File: config.mk
export PLATFORM = sky130hd
export DESIGN_NAME = skfk_ctrl
export DESIGN_NICKNAME = d
export VERILOG_FILES = /design/src/hdl/skfk_pkg.sv /design/src/hdl/skfk_ctrl.sv
export SDC_FILE = /design/constraint.sdc
export NUM_CORES = 1
export LEC_CHECK = 0
export ABC_CLOCK_PERIOD_IN_PS = 1990
export CORE_AREA = 5 5 42 44
export CTS_BUF_LIST = sky130_fd_sc_hd__clkbuf_4 sky130_fd_sc_hd__clkbuf_8
export CTS_CLUSTER_DIAMETER = 30
export DETAILED_ROUTE_END_ITERATION = 16
export DIE_AREA = 0 0 47 49
export DONT_BUFFER_PORTS = 1
export GPL_TIMING_DRIVEN = 0
export PLACE_DENSITY = 0.36
export SLEW_MARGIN = 15
export SYNTH_ARGS = -nofsm -noshare
export SYNTH_HDL_FRONTEND = slang
export SYNTH_SLANG_ARGS = --single-unit
File: constraint.sdc
create_clock -name clk -period 1.99 [get_ports clk]
set_clock_uncertainty 0.2 [all_clocks]
set_input_delay 0.2985 -clock clk [delete_from_list [all_inputs] [get_ports clk]]
set_output_delay 0.2985 -clock clk [all_outputs]
set_load 0.01 [all_outputs]
File: src/hdl/skfk_pkg.sv
// ----------------------------------------------------------------------------
// skfk_pkg
// Shared types, constants and saturation helpers for the skeleton forward
// kinematics unit.
// ----------------------------------------------------------------------------
package skfk_pkg;

	localparam int unsigned MAX_BONES_DEF = 256;
	localparam int unsigned QUAT_FRAC     = 14;

	localparam logic REQ_ROOT  = 1'b0;
	localparam logic REQ_CHILD = 1'b1;

	typedef struct packed {
		logic               req_type;
		logic [7:0]         bone_slot;
		logic [7:0]         parent_slot;
		logic signed [31:0] local_pos_x;
		logic signed [31:0] local_pos_y;
		logic signed [31:0] local_pos_z;
		logic signed [31:0] local_pos_w;
		logic signed [15:0] local_rot_w;
		logic signed [15:0] local_rot_x;
		logic signed [15:0] local_rot_y;
		logic signed [15:0] local_rot_z;
	} req_t;

	typedef struct packed {
		logic [7:0]         out_slot;
		logic signed [31:0] model_pos_x;
		logic signed [31:0] model_pos_y;
		logic signed [31:0] model_pos_z;
		logic signed [31:0] model_pos_w;
		logic signed [15:0] model_rot_w;
		logic signed [15:0] model_rot_x;
		logic signed [15:0] model_rot_y;
		logic signed [15:0] model_rot_z;
	} rsp_t;

	// One pose table row: model-space transform of one bone
	typedef struct packed {
		logic signed [31:0] pos_x;
		logic signed [31:0] pos_y;
		logic signed [31:0] pos_z;
		logic signed [31:0] pos_w;
		logic signed [15:0] rot_w;
		logic signed [15:0] rot_x;
		logic signed [15:0] rot_y;
		logic signed [15:0] rot_z;
	} pose_t;

	// Controller to datapath commands
	typedef struct packed {
		logic load;   // latch request, issue parent read
		logic mul1;   // cross products and quaternion products
		logic trunc;  // round cross terms, finish quaternion
		logic mul2;   // second cross products
		logic fin;    // load result register, write pose table
	} cmd_t;

	function automatic logic signed [31:0] sat_pos(input logic signed [41:0] x);
		logic signed [31:0] r;
		if (x[41:31] == {11{x[41]}}) begin
			r = x[31:0];
		end else begin
			r = x[41] ? 32'sh8000_0000 : 32'sh7fff_ffff;
		end
		return r;
	endfunction

	function automatic logic signed [15:0] sat_rot(input logic signed [20:0] x);
		logic signed [15:0] r;
		if (x[20:15] == {6{x[20]}}) begin
			r = x[15:0];
		end else begin
			r = x[20] ? 16'sh8000 : 16'sh7fff;
		end
		return r;
	endfunction

endpackage

File: src/hdl/skfk_ctrl.sv
// ----------------------------------------------------------------------------
// skfk_ctrl
// Sequencer: steps one bone through read, multiply, round, multiply again
// and finish, and owns the result valid flag.
// ----------------------------------------------------------------------------
module skfk_ctrl (
	input  logic            clk,
	input  logic            arst_n,
	input  logic            req_valid,
	output logic            req_ready,
	output logic            rsp_valid,
	input  logic            rsp_ready,
	output skfk_pkg::cmd_t  cmd
);

	typedef enum logic [2:0] {
		ST_IDLE,
		ST_READ,
		ST_MUL1,
		ST_TRUNC,
		ST_MUL2,
		ST_FIN
	} state_t;

	state_t state_q;
	logic   rsp_valid_q;
	logic   fin_go;

	assign req_ready = (state_q == ST_IDLE);
	assign rsp_valid = rsp_valid_q;
	// finish only when the result register is free or being drained
	assign fin_go    = (state_q == ST_FIN) && (!rsp_valid_q || rsp_ready);

	always_comb begin
		cmd       = '0;
		cmd.load  = (state_q == ST_IDLE) && req_valid;
		cmd.mul1  = (state_q == ST_READ);
		cmd.trunc = (state_q == ST_MUL1);
		cmd.mul2  = (state_q == ST_TRUNC);
		cmd.fin   = fin_go;
	end

	always_ff @(posedge clk or negedge arst_n) begin
		if (!arst_n) begin
			state_q     <= ST_IDLE;
			rsp_valid_q <= 1'b0;
		end else begin
			unique case (state_q)
				ST_IDLE: begin
					if (req_valid) state_q <= ST_READ;
				end
				ST_READ:  state_q <= ST_MUL1;
				ST_MUL1:  state_q <= ST_TRUNC;
				ST_TRUNC: state_q <= ST_MUL2;
				ST_MUL2:  state_q <= ST_FIN;
				ST_FIN: begin
					if (fin_go) state_q <= ST_IDLE;
				end
				default:  state_q <= ST_IDLE;
			endcase

			if (fin_go) begin
				rsp_valid_q <= 1'b1;
			end else if (rsp_ready) begin
				rsp_valid_q <= 1'b0;
			end
		end
	end

endmodule

==> impl_metrics.csv, run 1 <==
group,metric,value,unit
floorplan,fp.dieW,47,um
placed_design,post_dp_cell_area,280,um^2
timing,hold_viol,0,
timing,fin_crit_sh,84.1,%
floorplan,rows,14,
synth,yosysUniqueCellTypes,18,
placed_design,io_buffer_count,0,
synth,syn_inst,26,
route,vias_per_cell,4.13,
finish,drive_above_1_share,36.7,%
finish,stdcell_count,46,
global_routing,grt_max_degree,11,
worst_hold_path,hp-class,"input port to register",
floorplan,start_util,18.6,%
timing,finalSetupViolCount,0,
clocking,cts-htree-levels,1,
timing,worst_slew_pin_slew,0.387,ns
global_routing,grt_usage,4.80,%
synth,yosys_warnings,0,
timing,max_freq,597,MHz
timing,worst_hold_slack,0.0627,ns
worst_setup_path,worstPathCellList,"buf_6 > nor3_4 > and2_1",
worst_setup_path,crit_path_start_kind,"register",
placed_design,dp_cells,42,
worst_setup_path,max_stage_delay,0.36,ns
job,cap_violations,0,
route,routed_wl,481,um
floorplan,core,1400,um^2
global_routing,grt_overflow,0,
route,met3_length,46,um
clocking,insertion_delay,0.24,ns
timing,slew_viol_final,0,
global_routing,grt_pass1_vias,187,
placed_design,place_ws,0.552,ns
timing,relSlewSlack,74.0,%
pwr,p_total,0.526,mW
synth,avgSynthCellArea,10.0,um^2
timing,rsz0062_at_grt,"false",
run_status,status,"completed",
clocking,hold_buffers,1,
clocking,cts_setup_buffers,0,
route,wl_met2,184,um
timing,setup_tns,0,ns
synth,synth_nets,30,
timing,setup_slack,0.315,ns
clocking,root_buffer,"clkbuf_4",
route,ant_nets,0,
route,drc,0,
finish,syn2layout_area_growth,20.2,%
worst_setup_path,critical_path_class,"register to output port",
global_routing,grt_pass1_wl,717,um
route,top_layer,"met3",
worst_setup_path,slowest_stage,"dfrtp_1",
pwr,p_leak,0.135,nW
placed_design,dp_hpwl,360,um
route,vias,190,
worst_setup_path,end_kind,"output port",
finish,final_util,22.3,%
finish,layout.nets,36,
floorplan,die_h,49,um
route,drt_iter0_markers,1,
synth,ys_ff_latch,4,
clocking,cts.sinks,4,
synth,synth_seq_area_share,38.5,%
timing,period_needed,1.67,ns
worst_setup_path,cp.required,1.49,ns
worst_setup_path,worst-path-max-fanout,9,
clocking,cts_resized,0,
route,routedWlPerCell,10.5,um
clocking,cts_tree,"yes",
finish,design_area,313,um^2
synth,synth.area.top_cells,"dfrtp_1 (38%), buf_6 (8.7%), nor3_4 (6.3%)",
synth,syn_area,260,um^2
finish,antenna_cells,0,
pwr,power_per_cell_area,1680,nW/um^2
clocking,clk_pin_slew,0.04,ns
synth,synth_top_area_cell,"dfrtp_1",
clocking,cts_buffers,3,
route,dr.pass1.iters,2,
synth,netlist.area_leader.share,38.5,%
floorplan,fp.dieArea,2300,um^2
pwr,peakVddDrop,0.000552,V
clocking,clock_path_buffers,2,
worst_setup_path,crit_arrival,1.18,ns
global_routing,antenna_found_initial,0,
route,wl_met1,250,um
placed_design,routabilityCongestion,0.687,
floorplan,io_pins,11,
-- logic make-up after synthesis --
| logic type | synth area share (%) |
|---|---|
| AOI/OAI and AO/OA | 10.1 |
| buffers and inverters | 15.9 |
| and+or+nand+nor | 32.2 |
| DFF | 38.5 |
| xor gates and xnor gates | 3.37 |
-- power breakdown --
group          internal, mW  total, mW  switching, mW
combinational         0.128      0.290          0.162
sequential            0.117      0.134         0.0176
clock                0.0676      0.102         0.0349
-- synthesized netlist by cell type --
| master | number |
|---|---|
| a221oi_2 | 1 |
| and2_1 | 1 |
| buf_4 | 2 |
| buf_6 | 2 |
| dfrtp_1 | 4 |
| inv_1 | 1 |
| nand2_1 | 1 |
| nand2_2 | 1 |
| nand2b_1 | 1 |
| nand3b_1 | 1 |
| nor2_1 | 3 |
| nor2b_2 | 1 |
| nor3_1 | 2 |
| nor3_4 | 1 |
| nor3b_1 | 1 |
| o21ai_0 | 1 |
| o22ai_1 | 1 |
| xnor2_1 | 1 |
-- flip-flops by register name, summed over array words and instances (netlist names) --
register / count
state_q: 3
rsp_valid: 1
-- layout make-up --
class,count,area (um^2)
fillers,164,1090
repair buffers,1,10.0
plain buffers,4,37.5
clock buffers,3,22.5
flip-flops and latches,4,100
well taps,16,20.0
multi-input cells,17,119
inverters,1,3.75
-- worst paths after layout --
path                            start  cells after the start  slack [ns]    endpoint
max reg2reg                 rsp_valid                      3        0.78  state_q[0]
min in group asynchronous      arst_n                      1        0.13   rsp_valid
min reg2reg                state_q[2]                      2        0.37   rsp_valid
max in group asynchronous      arst_n                      1        1.28  state_q[1]
max                        state_q[1]                      3        0.32      cmd[4]
min                         rsp_ready                      3        0.06  state_q[0]
-- worst max-delay path, delay by kind of cell (launching register included) --
family,cells,cell delay (ns)
flops,1,0.36
simple gates,2,0.44
buf+inv,1,0.14
-- layout by cell type, fill, tap and decap left out, drive strengths merged, types with 2 or more instances in the layout --
cell	count
clkbuf	3
nor3	3
dfrtp	4
buf	4
nand2	2
nor2	3
-- layer usage --
metal  vias up  global-route usage (%)
li1         94                       -
met1        86                    6.43
met2        10                    4.07
met3         0                    2.21
met4         0                    6.91
met5         -                       0
Note: power is estimated with default switching activity, not from simulation.
==> run 2: changes to the inputs <==
Settings changed: ABC_AREA set to 1, ABC_CLOCK_PERIOD_IN_PS 1990 to 1730, PLACE_DENSITY 0.36 to 0.34.
Clock period 1.99 ns to 1.73 ns, I/O delays scaled along.
==> impl_metrics.csv, run 2 <==
group,metric,value,unit
run_status,status,"completed",
route,drt_iter0_markers,4,
synth,netlist.area_leader.share,44.4,%
timing,period_needed,1.59,ns
timing,finalSetupViolCount,0,
clocking,cts.sinks,4,
floorplan,core,1400,um^2
synth,synth.most_common_cell,"nor2_1",
synth,synth_seq_area_share,44.4,%
clocking,root_buffer,"clkbuf_4",
synth,synth_common_cells,"nor2_1 (7), inv_1 (6), dfrtp_1 (4), o21ai_0 (4)",
placed_design,place_ws,0.393,ns
route,routed_wl,546,um
route,dr.pass1.iters,4,
synth,avgSynthCellArea,7.04,um^2
clocking,cts_buffers,3,
timing,slew_viol_final,0,
finish,layout.nets,44,
finish,final_common_cell,"nor2_1",
timing,rsz0062_at_grt,"false",
floorplan,fp.dieArea,2300,um^2
synth,synth.area.top_cells,"dfrtp_1 (44%), nor2_1 (12%), inv_1 (10%)",
clocking,cts-htree-levels,1,
worst_setup_path,reg2reg_from,"state_q[1]",
synth,yosysUniqueCellTypes,12,
worst_setup_path,worstPathCellList,"nor2_2 > nand2_1 > nor2_1 > buf_4",
finish,drive_above_1_share,21.1,%
timing,worst_slew_pin_slew,0.368,ns
placed_design,io_buffer_count,0,
synth,synth-main-ff-cell,"dfrtp_1",
timing,relSlewSlack,75.3,%
synth,ys_ff_latch,4,
synth,syn_area,225,um^2
worst_setup_path,crit_buf_inv,1,
global_routing,grt_pass1_vias,211,
placed_design,dp_hpwl,424,um
global_routing,antenna_found_initial,0,
floorplan,fp.dieW,47,um
finish,largest-register,"state_q",
worst_hold_path,hp-class,"input port to register",
job,cap_violations,0,
route,routedWlPerCell,10.1,um
pwr,peakVddDrop,0.000509,V
worst_setup_path,r2r_slack,0.58,ns
synth,synth_top_area_cell,"dfrtp_1",
finish,layout_common_cells,"nor2_1 (7), inv_1 (6), o21ai_0 (4), dfrtp_1 (4)",
global_routing,grt_pass1_wl,876,um
worst_setup_path,end_kind,"output port",
timing,setup_tns,0,ns
timing,setup_slack,0.137,ns
clocking,clk_pin_slew,0.04,ns
route,ant_nets,0,
worst_setup_path,critical_path_class,"register to output port",
synth,syn_inst,32,
worst_setup_path,cp-endpoint,"cmd[0]",
route,vias,212,
worst_setup_path,crit_arrival,1.13,ns
global_routing,grt_max_degree,8,
floorplan,rows,14,
worst_setup_path,max_stage_delay,0.43,ns
timing,hold_viol,0,
clocking,cts_tree,"yes",
placed_design,dp_cells,48,
synth,synthArstFlopShare,100,%
worst_setup_path,slowest_stage,"dfrtp_1",
clocking,clock_path_buffers,2,
worst_setup_path,crit_path_start_kind,"register",
floorplan,die_h,49,um
finish,antenna_cells,0,
clocking,cts_setup_buffers,0,
floorplan,io_pins,11,
finish,stdcell_count,54,
global_routing,grt_usage,5.71,%
synth,yosys_warnings,0,
placed_design,routabilityCongestion,0.791,
worst_setup_path,timing.rr.end,"state_q[0]",
synth,synth_nets,36,
timing,fin_crit_sh,92.1,%
route,drc,0,
worst_setup_path,ff2ff_path_depth,4,
worst_hold_path,hold_path_depth,3,
timing,max_freq,628,MHz
route,vias_per_cell,3.93,
pwr,power_per_cell_area,1850,nW/um^2
global_routing,grt_overflow,0,
worst_setup_path,crit_start,"state_q[1]",
worst_setup_path,cp.required,1.27,ns
worst_setup_path,critPathTopFamily,"flip-flops",
pwr,p_leak,0.153,nW
synth,synth_edf_count,0,
floorplan,start_util,16.1,%
worst_setup_path,worst-path-max-fanout,5,
clocking,insertion_delay,0.23,ns
worst_setup_path,worst-path-stages,4,
finish,largest_register_ffs,3,
finish,syn2layout_area_growth,32.2,%
## run 2: cell count changes in the layout (fill, tap and decap cells not counted), sizes merged, moves of 2 or more
cell,before,now
buf,4,1
nand3,0,2
nor3,3,1
o21ai,1,4
inv,1,8
nor2,3,8
dlygate4sd3,1,3
a21oi,0,2
## run 2: final cells by class
type	count	area, um^2
Timing Repair Buffer	3	30.0
Sequential cell	4	100
Buffer	1	7.51
Fill cell	166	1100
Inverter	8	30.0
Multi-Input combinational cell	19	87.6
Clock buffer	3	22.5
Tap cell	16	20.0
## run 2: worst register-to-register path: stages (launching register included)
cell and delay [ns]:
dfrtp_1 0.43, nor2_1 0.19, nand2_2 0.08, nor2_1 0.10, a21oi_1 0.05
## run 2: metrics by stage
stage,area [um^2],power (mW),hold WS [ns],utilization (%)
after floorplan,225,0.383,-0.236,-
after global placement,245,0.427,-0.236,17.5
after detailed placement,245,0.432,-0.236,17.5
after CTS,298,0.562,0.0478,21.3
after global routing,298,0.608,0.0711,21.3
final,298,0.550,0.0593,21.3
## run 2: report_power, final
group          leakage, nW  total (mW)  switching [mW]  internal [mW]
Combinational       0.0894       0.231           0.154         0.0769
Clock               0.0138       0.117          0.0389         0.0777
Sequential          0.0502       0.203          0.0632          0.140
Total                0.153       0.550           0.256          0.294
## run 2: cells by family after synthesis
group | Yosys count | share of synthesized area [%]
compound gates | 6 | 13.3
simple gates | 13 | 25.6
flops | 4 | 44.4
buf+inv | 9 | 16.7
## run 2: worst min path at each step
stage	from	slack (ns)	to
floorplan	arst_n	-0.24	rsp_valid
global placement	arst_n	-0.24	rsp_valid
detailed placement	arst_n	-0.24	rsp_valid
CTS	rsp_ready	0.05	state_q[0]
global route	rsp_ready	0.07	state_q[0]
finish	rsp_ready	0.06	state_q[0]
## run 2: timing repair
item                       4_1_cts  5_1_grt
hold buffers                     3        0
setup endpoints to repair        0        0
resized for setup                0        0
hold endpoints to repair         6        0
## run 2: metal layers
| layer | up-vias | GRT usage [%] | part of all wire [%] |
|---|---|---|---|
| li1 | 111 | - | - |
| met2 | 9 | 5.20 | 38 |
| met1 | 90 | 7.93 | 51 |
| met5 | - | 0 | 0 |
| met4 | 0 | 6.91 | 2.2 |
| met3 | 2 | 2.58 | 8.1 |
==> run 3: changes to the inputs <==
Settings changed: MAX_ROUTING_LAYER set to met4.
==> impl_metrics.csv, run 3 (same netlist as run 2, synthesis figures left out) <==
group,metric,value,unit
run_status,status,"completed",
pwr,p_int,0.294,mW
clocking,clock_path_buffers,2,
route,drt_iter0_markers,5,
route,routed_wl,546,um
route,vias,210,
finish,layout_common_cells,"nor2_1 (7), inv_1 (6), o21ai_0 (4), dfrtp_1 (4)",
floorplan,fp.dieW,47,um
finish,drive_above_1_share,21.1,%
placed_design,dp_cells,48,
worst_setup_path,r2r_slack,0.58,ns
job,cap_violations,0,
clocking,cts.sinks,4,
finish,seqCellArea,100,um^2
pwr,p_comb_share,41.9,%
timing,slew_viol_final,0,
route,vias_per_cell,3.89,
clocking,cts-htree-levels,1,
clocking,root_buffer,"clkbuf_4",
worst_setup_path,cp-endpoint,"cmd[0]",
pwr,power_switching,0.256,mW
timing,relSlewSlack,75.3,%
worst_setup_path,worst-path-max-fanout,5,
floorplan,core,1400,um^2
worst_setup_path,ff2ff_path_depth,4,
floorplan,io_pins,11,
worst_setup_path,crit_path_start_kind,"register",
pwr,power_per_cell_area,1850,nW/um^2
timing,worst_slew_pin_slew,0.368,ns
finish,antenna_cells,0,
timing,max_freq,628,MHz
timing,fin_crit_sh,92.1,%
pwr,p_leak,0.153,nW
worst_hold_path,hp-class,"input port to register",
route,ant_nets,0,
worst_setup_path,cp.required,1.27,ns
worst_setup_path,crit_start,"state_q[1]",
worst_setup_path,timing.rr.end,"state_q[0]",
worst_setup_path,max_stage_delay,0.43,ns
clocking,cts_tree,"yes",
floorplan,rows,14,
pwr,share_clk_of_total_power,21.2,%
worst_setup_path,crit_arrival,1.13,ns
worst_setup_path,slowest_stage,"dfrtp_1",
placed_design,dp_hpwl,424,um
timing,rsz0062_at_grt,"false",
pwr,peakVddDrop,0.000509,V
placed_design,routabilityCongestion,0.802,
timing,period_needed,1.59,ns
clocking,cts_buffers,3,
finish,largest_register_ffs,3,
worst_setup_path,critical_path_class,"register to output port",
route,drc,0,
timing,hold_viol,0,
global_routing,antenna_found_initial,0,
global_routing,grt_max_degree,8,
worst_hold_path,hold_path_startpoint,"rsp_ready",
floorplan,start_util,16.1,%
floorplan,fp.dieArea,2300,um^2
finish,largest-register,"state_q",
finish,fill_cells,166,
finish,multi_input_area,87.6,um^2
global_routing,grt_usage,5.85,%
timing,finalSetupViolCount,0,
pwr,seq_power_share,36.9,%
global_routing,grt_overflow,0,
timing,setup_tns,0,ns
global_routing,grt_pass1_wl,876,um
finish,final_common_cell,"nor2_1",
clocking,clk_pin_slew,0.04,ns
worst_setup_path,worstPathCellList,"nor2_2 > nand2_1 > nor2_1 > buf_4",
route,routedWlPerCell,10.1,um
route,dr.pass1.iters,4,
clocking,cts_setup_buffers,0,
finish,syn2layout_area_growth,32.2,%
finish,layout.nets,44,
worst_setup_path,reg2reg_from,"state_q[1]",
placed_design,io_buffer_count,0,
finish,stdcell_count,54,
pwr,sw_frac_of_total,46.5,%
clocking,insertion_delay,0.23,ns
global_routing,grt_pass1_vias,210,
worst_setup_path,end_kind,"output port",
floorplan,die_h,49,um
[run 3: cell counts in the layout (fill, tap and decap cells not counted)]
No cell type changed its count.
[run 3: worst min path at each step]
stage,to,slack (ns),cells after the start
2_1_floorplan,rsp_valid,-0.24,0
3_3_place_gp,rsp_valid,-0.24,0
3_5_place_dp,rsp_valid,-0.24,0
4_1_cts,state_q[0],0.05,3
5_1_grt,state_q[0],0.07,3
6_report,state_q[0],0.06,3
[run 3: what timing repair did]
action,4_1_cts,5_1_grt
hold buffers,3,0
gates resized for setup,0,0
endpoints found under the hold margin,6,0
[run 3: metal layers]
layer	vias to the layer above	track usage, %	wire length, um
li1	111	-	-
met1	90	7.93	281
met2	9	5.20	220
met3	0	2.58	44
met4	0	6.91	0
met5	-	-	0
[run 3: power groups by stage]
stage                     Sequential, mW  Clock (mW)  Combinational (mW)
after floorplan                    0.188           0               0.195
after global placement             0.200           0               0.226
after detailed placement           0.200           0               0.232
after CTS                          0.200       0.125               0.237
after global routing               0.208       0.132               0.267
final                              0.203       0.117               0.231
[run 3: final cells by class]
class                      instances  area share (%)
multi-input combinational         19            29.4
inverter                           8            10.1
timing repair buffer               3            10.1
buffer                             1            2.52
tap                               16            6.72
clock buffer                       3            7.56
sequential                         4            33.6
[run 3: critical path: cells and delay by family (launching register included)]
family / cells / cell delay [ns]
flops: 1 / 0.43
buf+inv: 1 / 0.13
simple gates: 3 / 0.35
[run 3: per-stage QoR]
stage	power, mW	worst slack, ns	cell area (um^2)	hold WS [ns]	util [%]
6_report	0.550	0.137	298	0.0593	21.3
4_1_cts	0.562	0.128	298	0.0478	21.3
3_5_place_dp	0.432	0.393	245	-0.236	17.5
2_1_floorplan	0.383	0.472	225	-0.236	-
5_1_grt	0.608	0.0452	298	0.0711	21.3
3_3_place_gp	0.427	0.390	245	-0.236	17.5
